==> src/sv/lrbc_pkg.sv <==
// ----------------------------------------------------------------------------
// lrbc_pkg
// Types, codes and reset constants of the link reconnect backoff controller.
// ----------------------------------------------------------------------------
`default_nettype none

package lrbc_pkg;

  localparam int TIMER_WIDTH_DEF = 16;
  localparam int RETRY_WIDTH_DEF = 8;

  localparam int BACKOFF_W   = 16;
  localparam int SHIFT_W     = $clog2(BACKOFF_W);
  localparam int MAX_RETRY_W = 8;
  localparam int RETRIES_W   = 8;
  localparam int CFG_DATA_W  = 16;
  localparam int CFG_IDX_W   = 3;

  // Register indexes of the configuration port.
  localparam logic [CFG_IDX_W-1:0] CFG_AUTO_RETRY     = 3'd0;
  localparam logic [CFG_IDX_W-1:0] CFG_MAX_RETRIES    = 3'd1;
  localparam logic [CFG_IDX_W-1:0] CFG_BACKOFF_BASE   = 3'd2;
  localparam logic [CFG_IDX_W-1:0] CFG_BACKOFF_CAP    = 3'd3;

  localparam logic                   AUTO_RETRY_RST     = 1'b1;
  localparam logic [MAX_RETRY_W-1:0] MAX_RETRIES_RST    = 8'd10;
  localparam logic [BACKOFF_W-1:0]   BACKOFF_BASE_RST   = 16'd1000;
  localparam logic [BACKOFF_W-1:0]   BACKOFF_CAP_RST    = 16'd32000;

  typedef enum logic [2:0] {
    MODE_TICK            = 3'd0,
    MODE_CONNECTING      = 3'd1,
    MODE_CONNECTED       = 3'd2,
    MODE_GOT_IP          = 3'd3,
    MODE_LINK_LOST       = 3'd4,
    MODE_TRIGGER         = 3'd5,
    MODE_USER_CONNECT    = 3'd6,
    MODE_USER_DISCONNECT = 3'd7
  } mode_e;

  typedef enum logic [1:0] {
    LINK_DOWN       = 2'd0,
    LINK_CONNECTING = 2'd1,
    LINK_CONNECTED  = 2'd2,
    LINK_GOT_IP     = 2'd3
  } link_e;

  typedef struct packed {
    logic                   auto_retry;
    logic [MAX_RETRY_W-1:0] max_retries;
    logic [BACKOFF_W-1:0]   backoff_base;
    logic [BACKOFF_W-1:0]   backoff_cap;
  } cfg_t;

  typedef struct packed {
    mode_e mode;
    logic  saved_found;
  } in_t;

  typedef struct packed {
    link_e                link_status;
    logic                 status_changed;
    logic                 reconnect_request;
    logic                 exhausted_now;
    logic                 limit_reached;
    logic [RETRIES_W-1:0] retries_done;
    logic                 retry_armed;
  } out_t;

endpackage

`default_nettype wire

==> src/sv/lrbc_backoff.sv <==
// ----------------------------------------------------------------------------
// lrbc_backoff
// Backoff delay: base shifted left by (retry - 1), capped, fit to the timer.
// ----------------------------------------------------------------------------
`default_nettype none

module lrbc_backoff #(
  parameter int TIMER_WIDTH = lrbc_pkg::TIMER_WIDTH_DEF,
  parameter int RETRY_WIDTH = lrbc_pkg::RETRY_WIDTH_DEF
) (
  input  lrbc_pkg::cfg_t          cfg_i,
  input  logic [RETRY_WIDTH-1:0]  retry_count_i,
  output logic [TIMER_WIDTH-1:0]  delay_o
);
  import lrbc_pkg::*;

  localparam int CW = (TIMER_WIDTH > BACKOFF_W) ? TIMER_WIDTH : BACKOFF_W;
  localparam logic [CW-1:0] TIMER_MAX_EXT = CW'({TIMER_WIDTH{1'b1}});

  logic [RETRY_WIDTH-1:0]   shift;
  logic [2*BACKOFF_W-1:0]   shifted;
  logic [BACKOFF_W-1:0]     capped;
  logic [CW-1:0]            capped_ext;

  // The count is at least one whenever a delay is armed.
  assign shift   = retry_count_i - RETRY_WIDTH'(1);
  assign shifted = {{BACKOFF_W{1'b0}}, cfg_i.backoff_base} << shift[SHIFT_W-1:0];

  // A nonzero base shifted by the full word width or more is always above the cap.
  always_comb begin
    if (cfg_i.backoff_base == '0) begin
      capped = '0;
    end else if (32'(shift) >= 32'(BACKOFF_W)) begin
      capped = cfg_i.backoff_cap;
    end else if (shifted > {{BACKOFF_W{1'b0}}, cfg_i.backoff_cap}) begin
      capped = cfg_i.backoff_cap;
    end else begin
      capped = shifted[BACKOFF_W-1:0];
    end
  end

  assign capped_ext = CW'(capped);
  assign delay_o    = TIMER_WIDTH'((capped_ext > TIMER_MAX_EXT) ? TIMER_MAX_EXT : capped_ext);

endmodule

`default_nettype wire

==> src/sv/link_reconnect_backoff_controller.sv <==
// ----------------------------------------------------------------------------
// link_reconnect_backoff_controller
// Link state tracker with exponential-backoff reconnect scheduling.
// ----------------------------------------------------------------------------
// Usage:
// Each request on the input channel (in_valid_i / in_ready_o / in_i) is one
// time tick, link event or user command. Every request yields exactly one
// result on the output channel (out_valid_o / out_ready_i / out_o) carrying
// the link status, the reconnect and exhausted pulses, the sticky limit flag,
// the retry count and the armed flag, all taken after the update.
// The edge that accepts a request loads the input register, and the edge
// at which it moves on writes the state and the result register.
// Throughput is one request per cycle while results are taken; the state
// update of one request is a single pass of logic between the input
// register and the result register, the widest piece being the backoff
// shift and cap compare. The input register accepts a new request while a
// result still waits, so a stalled receiver only holds the pipe once both
// registers are full; ready then drops and nothing is lost or repeated.
// Reset clears the link state, retry state, timer and both valid flags and
// loads the configuration defaults. Configuration writes (cfg_we_i) take
// effect at once and are meant to be issued while the block is idle.
// ----------------------------------------------------------------------------
`default_nettype none

module link_reconnect_backoff_controller #(
  parameter int TIMER_WIDTH = lrbc_pkg::TIMER_WIDTH_DEF,
  parameter int RETRY_WIDTH = lrbc_pkg::RETRY_WIDTH_DEF
) (
  input  logic                            clk_i,
  input  logic                            rst_ni,
  input  logic                            cfg_we_i,
  input  logic [lrbc_pkg::CFG_IDX_W-1:0]  cfg_idx_i,
  input  logic [lrbc_pkg::CFG_DATA_W-1:0] cfg_data_i,
  input  logic                            in_valid_i,
  output logic                            in_ready_o,
  input  lrbc_pkg::in_t                   in_i,
  output logic                            out_valid_o,
  input  logic                            out_ready_i,
  output lrbc_pkg::out_t                  out_o
);
  import lrbc_pkg::*;

  localparam int CMP_W = (RETRY_WIDTH > MAX_RETRY_W) ? RETRY_WIDTH : MAX_RETRY_W;
  localparam int OUT_W = (CMP_W > RETRIES_W) ? CMP_W : RETRIES_W;
  localparam logic [TIMER_WIDTH-1:0] TIMER_MAX = '1;
  localparam logic [RETRY_WIDTH-1:0] RETRY_MAX = '1;

  // Configuration registers.
  cfg_t cfg_q;

  // Pipeline registers.
  in_t  req_q;
  logic req_valid_q;
  out_t out_q, out_d;
  logic out_valid_q;

  // Controller state.
  link_e                  link_q, link_d;
  logic [RETRY_WIDTH-1:0] retry_q, retry_d;
  logic                   limit_q, limit_d;
  logic                   armed_q, armed_d;
  logic [TIMER_WIDTH-1:0] wait_q, wait_d;
  logic [TIMER_WIDTH-1:0] elapsed_q, elapsed_d;
  logic                   cred_q, cred_d;

  logic                   out_free;
  logic                   fire;
  logic                   in_accept;
  logic [TIMER_WIDTH-1:0] elapsed_inc;
  logic [RETRY_WIDTH-1:0] retry_inc;
  logic                   retry_hit;
  logic [TIMER_WIDTH-1:0] backoff_delay;
  logic                   request;
  logic                   exhausted;
  logic [OUT_W-1:0]       retry_ext;

  // The result register frees up when empty or when its result is taken,
  // and the held request is processed exactly when it can move there.
  assign out_free   = !out_valid_q || out_ready_i;
  assign fire       = req_valid_q && out_free;
  assign in_ready_o = !req_valid_q || out_free;
  assign in_accept  = in_valid_i && in_ready_o;

  // Configuration writes; indexes beyond the register list are dropped.
  always_ff @(posedge clk_i or negedge rst_ni) begin
    if (!rst_ni) begin
      cfg_q.auto_retry     <= AUTO_RETRY_RST;
      cfg_q.max_retries    <= MAX_RETRIES_RST;
      cfg_q.backoff_base   <= BACKOFF_BASE_RST;
      cfg_q.backoff_cap    <= BACKOFF_CAP_RST;
    end else if (cfg_we_i) begin
      case (cfg_idx_i)
        CFG_AUTO_RETRY:     cfg_q.auto_retry     <= cfg_data_i[0];
        CFG_MAX_RETRIES:    cfg_q.max_retries    <= cfg_data_i[MAX_RETRY_W-1:0];
        CFG_BACKOFF_BASE:   cfg_q.backoff_base   <= cfg_data_i[BACKOFF_W-1:0];
        CFG_BACKOFF_CAP:    cfg_q.backoff_cap    <= cfg_data_i[BACKOFF_W-1:0];
        default: ;
      endcase
    end
  end

  // Saturating counters and the retry limit compare.
  assign elapsed_inc = (elapsed_q != TIMER_MAX) ? elapsed_q + TIMER_WIDTH'(1) : elapsed_q;
  assign retry_inc   = (retry_q != RETRY_MAX) ? retry_q + RETRY_WIDTH'(1) : retry_q;
  assign retry_hit   = CMP_W'(retry_inc) >= CMP_W'(cfg_q.max_retries);

  lrbc_backoff #(
    .TIMER_WIDTH (TIMER_WIDTH),
    .RETRY_WIDTH (RETRY_WIDTH)
  ) u_backoff (
    .cfg_i         (cfg_q),
    .retry_count_i (retry_inc),
    .delay_o       (backoff_delay)
  );

  // Next state for the request held in the input register.
  always_comb begin
    link_d    = link_q;
    retry_d   = retry_q;
    limit_d   = limit_q;
    armed_d   = armed_q;
    wait_d    = wait_q;
    elapsed_d = elapsed_q;
    cred_d    = cred_q;
    request   = 1'b0;
    exhausted = 1'b0;
    case (req_q.mode)
      MODE_TICK: begin
        // Only an armed timer advances; it fires once the delay is covered.
        if (armed_q) begin
          elapsed_d = elapsed_inc;
          if (elapsed_inc >= wait_q) begin
            armed_d = 1'b0;
            request = 1'b1;
          end
        end
      end
      MODE_CONNECTING: begin
        link_d = LINK_CONNECTING;
      end
      MODE_CONNECTED: begin
        retry_d = '0;
        limit_d = 1'b0;
        armed_d = 1'b0;
        link_d  = LINK_CONNECTED;
      end
      MODE_GOT_IP: begin
        retry_d = '0;
        limit_d = 1'b0;
        armed_d = 1'b0;
        link_d  = LINK_GOT_IP;
      end
      MODE_LINK_LOST: begin
        if (cfg_q.auto_retry && cred_q) begin
          retry_d = retry_inc;
          if (retry_hit) begin
            limit_d   = 1'b1;
            armed_d   = 1'b0;
            exhausted = 1'b1;
          end else begin
            wait_d    = backoff_delay;
            elapsed_d = '0;
            armed_d   = 1'b1;
          end
        end
        link_d = LINK_DOWN;
      end
      MODE_TRIGGER: begin
        // Immediate reconnect that also restarts the retry sequence.
        if (req_q.saved_found) begin
          cred_d    = 1'b1;
          retry_d   = '0;
          limit_d   = 1'b0;
          armed_d   = 1'b0;
          wait_d    = '0;
          elapsed_d = '0;
          request   = 1'b1;
        end
      end
      MODE_USER_CONNECT: begin
        if (req_q.saved_found) begin
          cred_d  = 1'b1;
          request = 1'b1;
        end
      end
      MODE_USER_DISCONNECT: begin
        armed_d = 1'b0;
      end
      default: begin
        armed_d = 1'b0;
      end
    endcase
  end

  assign retry_ext = OUT_W'(retry_d);

  always_comb begin
    out_d.link_status       = link_d;
    out_d.status_changed    = (link_d != link_q);
    out_d.reconnect_request = request;
    out_d.exhausted_now     = exhausted;
    out_d.limit_reached     = limit_d;
    out_d.retries_done      = retry_ext[RETRIES_W-1:0];
    out_d.retry_armed       = armed_d;
  end

  // Valid flags and controller state.
  always_ff @(posedge clk_i or negedge rst_ni) begin
    if (!rst_ni) begin
      req_valid_q <= 1'b0;
      out_valid_q <= 1'b0;
      link_q      <= LINK_DOWN;
      retry_q     <= '0;
      limit_q     <= 1'b0;
      armed_q     <= 1'b0;
      wait_q      <= '0;
      elapsed_q   <= '0;
      cred_q      <= 1'b0;
    end else begin
      if (in_accept) begin
        req_valid_q <= 1'b1;
      end else if (fire) begin
        req_valid_q <= 1'b0;
      end
      if (fire) begin
        out_valid_q <= 1'b1;
      end else if (out_ready_i) begin
        out_valid_q <= 1'b0;
      end
      if (fire) begin
        link_q    <= link_d;
        retry_q   <= retry_d;
        limit_q   <= limit_d;
        armed_q   <= armed_d;
        wait_q    <= wait_d;
        elapsed_q <= elapsed_d;
        cred_q    <= cred_d;
      end
    end
  end

  // Payload registers.
  always_ff @(posedge clk_i) begin
    if (in_accept) begin
      req_q <= in_i;
    end
    if (fire) begin
      out_q <= out_d;
    end
  end

  assign out_valid_o = out_valid_q;
  assign out_o       = out_q;

endmodule

`default_nettype wire

==> config.mk <==
export PLATFORM = sky130hd
export DESIGN_NAME = link_reconnect_backoff_controller
export DESIGN_NICKNAME = d
export VERILOG_FILES = /design/src/sv/lrbc_pkg.sv /design/src/sv/lrbc_backoff.sv /design/src/sv/link_reconnect_backoff_controller.sv
export SDC_FILE = /design/constraint.sdc
export NUM_CORES = 1
export LEC_CHECK = 0
export BUFFER_PORTS_ARGS = -buffer_cell sky130_fd_sc_hd__buf_2
export CAP_MARGIN = 25
export CORE_MARGIN = 8
export CORE_UTILIZATION = 50
export CTS_CLUSTER_SIZE = 12
export DETAILED_ROUTE_END_ITERATION = 10
export PLACE_DENSITY = 0.73
export SLEW_MARGIN = 10
export SYNTH_ARGS = -nofsm -noshare
export SYNTH_HDL_FRONTEND = slang
export SYNTH_SLANG_ARGS = --single-unit
==> constraint.sdc <==
create_clock -name clk_i -period 8.7 [get_ports clk_i]
set_clock_uncertainty 0.05 [all_clocks]
set_input_delay 1.74 -clock clk_i [delete_from_list [all_inputs] [get_ports clk_i]]
set_output_delay 1.74 -clock clk_i [all_outputs]
set_load 0.1 [all_outputs]
==> report_table.html <==
<table>
<tr><th>Metric</th><th>Value</th></tr>
<tr><th colspan="2">Outcome</th></tr>
<tr><td>Status</td><td>completed</td></tr>
<tr><th colspan="2">Yosys</th></tr>
<tr><td>Number of register bits inferred by synthesis</td><td>between 100 and 150</td></tr>
<tr><td>Number of distinct library cells after synthesis</td><td>between 60 and 70</td></tr>
<tr><td>Cell area after synthesis</td><td>slightly below 8000 sq um</td></tr>
<tr><td>Share of synthesized area occupied by flip-flops and latches</td><td>0.360</td></tr>
<tr><td>Dominant synthesized flop cell</td><td>sky130_fd_sc_hd__dfrtp_1</td></tr>
<tr><td>Post-synthesis instance total</td><td>about 800</td></tr>
<tr><td>Post-Syn Nets</td><td>~870</td></tr>
<tr><td>Yosys synthesis warning count</td><td>0</td></tr>
<tr><td>Share of async-settable or async-resettable flops after synthesis</td><td>0.822</td></tr>
<tr><td>Mean post-synth cell area</td><td>approximately 9.6 sq um</td></tr>
<tr><td>Number of enable flip-flop cells after synthesis</td><td>19</td></tr>
<tr><th colspan="2">Global routing</th></tr>
<tr><td>Largest net degree at the start of global routing</td><td>a little under 60</td></tr>
<tr><td>Global routing usage summed across all routing layers</td><td>0.195</td></tr>
<tr><td>Antenna violations before repair</td><td>0</td></tr>
<tr><td>Number of global-route vias before repair</td><td>slightly below 6000</td></tr>
<tr><td>Global route overflow</td><td>0</td></tr>
<tr><td>Wire length of the first global-routing pass</td><td>31.1 mm</td></tr>
<tr><th colspan="2">Floorplan</th></tr>
<tr><td>Core ar.</td><td>around 15000 sq um</td></tr>
<tr><td>I/O pins</td><td>45</td></tr>
<tr><td>Width of the die</td><td>about 140 um</td></tr>
<tr><td>Initial standard-cell utilization of the core</td><td>0.511</td></tr>
<tr><td>Height of the chip</td><td>140 um</td></tr>
<tr><td>Full die area</td><td>roughly 20000 sq um</td></tr>
<tr><td>Rows</td><td>45</td></tr>
<tr><th colspan="2">Clock network</th></tr>
<tr><td>Clock tree root driver cell</td><td>sky130_fd_sc_hd__clkbuf_16</td></tr>
<tr><td>Post-cts repair resize count</td><td>0</td></tr>
<tr><td>Number of buffers on the longest clock path</td><td>2</td></tr>
<tr><td>Number of sinks driven by the clock tree</td><td>107</td></tr>
<tr><td>Clock latency reported for the late side of the worst-skew pair</td><td>0.36 ns</td></tr>
<tr><td>Clock tree from TritonCTS</td><td>done</td></tr>
<tr><td>Clock transition at path regs</td><td>0.08 ns</td></tr>
<tr><td>Number of H-tree levels</td><td>3</td></tr>
<tr><td>Hold_buf cts</td><td>0</td></tr>
<tr><td>Number of buffers created by CTS</td><td>9</td></tr>
<tr><td>Setup repair bufs after CTS</td><td>0</td></tr>
<tr><th colspan="2">Final layout</th></tr>
<tr><td>Most common library cell in the layout ignoring fill and taps</td><td>sky130_fd_sc_hd__nand2_1</td></tr>
<tr><td>Commonest cells after routing, fill and taps aside</td><td>sky130_fd_sc_hd__nand2_1, sky130_fd_sc_hd__dfrtp_1, sky130_fd_sc_hd__inv_1</td></tr>
<tr><td>Antenna cells</td><td>0</td></tr>
<tr><td>Net total in the final layout</td><td>884</td></tr>
<tr><td>Post-route cell area</td><td>approximately 8300 sq um</td></tr>
<tr><td>Share of post-route cells with drive strength above 1</td><td>0.203</td></tr>
<tr><td>Synthesis-to-layout area growth</td><td>7.72%</td></tr>
<tr><th colspan="2">STA</th></tr>
<tr><td>Number of pins with negative max-slew slack in the final report</td><td>0</td></tr>
<tr><td>Number of hold violations in the final report</td><td>0</td></tr>
<tr><td>Max-slew headroom</td><td>0.330</td></tr>
<tr><td>Share of the clock period used by the worst path after layout</td><td>0.693</td></tr>
<tr><td>Number of failing setup endpoints in the final timing report</td><td>0</td></tr>
<tr><td>Setup slack after layout</td><td>2.67 ns</td></tr>
<tr><td>Post-Route Setup TNS</td><td>0 ns</td></tr>
<tr><td>RSZ-0062 raised after global routing</td><td>false</td></tr>
<tr><td>Period minus WS final</td><td>6.03 ns</td></tr>
<tr><td>Least-Margin Pin Slew</td><td>between 0.9 and 1 ns</td></tr>
<tr><td>Peak Freq</td><td>roughly 170 MHz</td></tr>
<tr><th colspan="2">Min path</th></tr>
<tr><td>Start point of the worst min-delay path</td><td>wait_q[13]</td></tr>
<tr><td>Hold Crit Class</td><td>register to register</td></tr>
<tr><td>Hold path depth</td><td>2</td></tr>
<tr><td>Sink of the worst hold path</td><td>wait_q[13]</td></tr>
<tr><th colspan="2">Detailed routing</th></tr>
<tr><td>Detailed-route via count</td><td>between 6000 and 7000</td></tr>
<tr><td>Routed len/inst</td><td>between 15 and 20 um</td></tr>
<tr><td>Count of unresolved DRC violations after routing</td><td>0</td></tr>
<tr><td>Met2 routed WL</td><td>approximately 9 mm</td></tr>
<tr><td>Routed WL</td><td>19.0 mm</td></tr>
<tr><td>Met1 WL</td><td>~9 mm</td></tr>
<tr><td>Uppermost routed layer</td><td>met4</td></tr>
<tr><td>Via-to-Cell Ratio</td><td>between 6 and 7</td></tr>
<tr><td>Number of iterations in the first detailed-routing pass</td><td>5</td></tr>
<tr><td>Violation count after the first detailed-routing iteration</td><td>534</td></tr>
<tr><td>Number of nets with antenna violations after detailed routing</td><td>0</td></tr>
<tr><td>Routed wl met3</td><td>977 um</td></tr>
<tr><th colspan="2">Pwr</th></tr>
<tr><td>Power density over the cells</td><td>232 nW/um^2</td></tr>
<tr><td>Worst IR drop on VDD</td><td>0.000144 V</td></tr>
<tr><td>Leakage</td><td>approximately 3.6 nW</td></tr>
<tr><th colspan="2">Setup path</th></tr>
<tr><td>Cell-by-cell listing of the critical path</td><td>buf_4, ha_1, nand3_1, nor4_1, a211o_1, mux2_2, nor2_1, a21oi_1, ha_1, nand4_1, nor4_1, o311ai_0, a211oi_2, and2_1, a21oi_4, a221o_1</td></tr>
<tr><td>Slowest Stage Delay on Critical Path</td><td>approximately 0.65 ns</td></tr>
<tr><td>Type of the worst setup path</td><td>register to register</td></tr>
<tr><td>Crit Reg-Reg Startpoint</td><td>retry_q[0]</td></tr>
<tr><td>Worst-path fanout max</td><td>54</td></tr>
<tr><td>Cell with the largest stage delay on the worst path</td><td>sky130_fd_sc_hd__nor4_1</td></tr>
<tr><td>Internal reg-to-reg setup slack</td><td>2.67 ns</td></tr>
<tr><td>Launching element of the worst setup path</td><td>retry_q[0]</td></tr>
<tr><td>Data arrival time of the worst path</td><td>6.22 ns</td></tr>
<tr><td>R2R cell count</td><td>16</td></tr>
<tr><td>Worst endpoint required time</td><td>between 8 and 9 ns</td></tr>
<tr><td>Worst Setup Start Kind</td><td>register</td></tr>
<tr><td>Worst flop-to-flop path endpoint</td><td>wait_q[6]</td></tr>
<tr><td>Type of element capturing the critical path</td><td>register</td></tr>
<tr><th colspan="2">Job</th></tr>
<tr><td>Max-cap violations</td><td>0</td></tr>
<tr><th colspan="2">Placed design</th></tr>
<tr><td>Worst slack after detailed placement</td><td>about 2.5 ns</td></tr>
<tr><td>Routability congestion estimate</td><td>roughly 0.96</td></tr>
<tr><td>Post-Place Cell Area</td><td>7980 sq um</td></tr>
<tr><td>HPWL after detailed placement</td><td>roughly 14 mm</td></tr>
<tr><td>Number of input and output port buffers inserted</td><td>44</td></tr>
</table>
worst max path at each step:
stage                            end  depth (start not counted)
after floorplan           wait_q[10]                         18
after global placement     wait_q[2]                         15
after detailed placement   wait_q[6]                         15
after CTS                  wait_q[6]                         15
after global routing       wait_q[0]                         16
final                      wait_q[6]                         16
critical path, delay by kind of cell, from the launching register on:
kind,cells,cell delay [ns]
simple gates,6,2.22
mux,1,0.40
buf+inv,1,0.46
compound gates,6,1.69
fa+ha+maj,2,0.73
flops,1,0.32
kinds of logic (layout without fill, tap and decap cells):
| logic type | Yosys count | count (layout) | synth area share |
|---|---|---|---|
| simple gates | 252 | 252 | 0.162 |
| flops | 107 | 107 | 0.360 |
| fa+ha+maj | 42 | 42 | 0.0679 |
| buf+inv | 108 | 124 | 0.0614 |
| mux | 82 | 82 | 0.154 |
| compound gates | 190 | 190 | 0.169 |
| xor+xnor | 22 | 22 | 0.0249 |
sequential cells by signal (all words and copies together) (netlist names):
signal and count:
armed_q 1, cfg_q 41, cred_q 1, elapsed_q 16
limit_q 1, link_q 2, out_o 15, out_valid_o 1
req_q 4, req_valid_q 1, retry_q 8, wait_q 16
per-stage QoR:
stage | std cells | total power, mW | util | hold slack (ns)
after global routing | 1007 | 2.06 | 0.551 | 0.482
after floorplan | 803 | 1.30 | - | 0.399
final | 1007 | 1.93 | 0.551 | 0.448
after detailed placement | 988 | 1.48 | 0.527 | 0.438
after global placement | 988 | 1.47 | 0.527 | 0.414
after CTS | 1004 | 1.93 | 0.548 | 0.456
synthesized netlist by cell type, drive strengths merged (3+ instances only):
| cell type | count | area share |
|---|---|---|
| a211oi | 7 | 0.0090 |
| a31oi | 7 | 0.0057 |
| nand4 | 23 | 0.019 |
| and3 | 6 | 0.0048 |
| o21ai | 40 | 0.026 |
| and2 | 5 | 0.0040 |
| edfxtp | 19 | 0.074 |
| nor3 | 15 | 0.011 |
| nor2b | 8 | 0.0065 |
| nand3 | 22 | 0.014 |
| o31ai | 15 | 0.015 |
| xnor2 | 11 | 0.012 |
| o211a | 3 | 0.0039 |
| nor3b | 8 | 0.0078 |
| nand2 | 86 | 0.042 |
| xor2 | 11 | 0.012 |
| nor2 | 46 | 0.022 |
| dfstp | 15 | 0.051 |
| a221o | 9 | 0.012 |
| mux2i | 5 | 0.0065 |
| a21o | 12 | 0.012 |
| inv | 56 | 0.027 |
| dfrtp | 73 | 0.24 |
| clkbuf | 25 | 0.012 |
| mux2 | 54 | 0.079 |
| mux4 | 23 | 0.069 |
| nor4 | 11 | 0.0089 |
| ha | 42 | 0.068 |
| o311ai | 5 | 0.0057 |
| o211ai | 10 | 0.0097 |
| buf | 27 | 0.022 |
| nand2b | 12 | 0.0097 |
| or4b | 3 | 0.0044 |
| a22o | 5 | 0.0057 |
| o21a | 5 | 0.0048 |
| a22oi | 3 | 0.0029 |
| a21oi | 44 | 0.030 |
| a2bb2oi | 6 | 0.0068 |
power by group:
part           internal (mW)  total, mW  switching [mW]
logic                  0.324      0.750           0.426
registers              0.624      0.739           0.115
clock network          0.232      0.444           0.212
total                   1.18       1.93           0.753
area by class of cell:
cell class | count | area (sq um)
clock buffers | 9 | 225
inverters | 56 | 210
multi-input cells | 588 | 4480
clock inverters | 7 | 92.6
flip-flops and latches | 107 | 2790
fillers | 1344 | 6800
repair buffers | 52 | 310
well taps | 188 | 235
routing by layer:
metal,track usage,up-vias
li1,-,2996
met1,0.274,3056
met3,0.0367,21
met2,0.302,198
met4,0.0469,0
met5,0,-
Note: power is estimated with default switching activity, not from simulation.
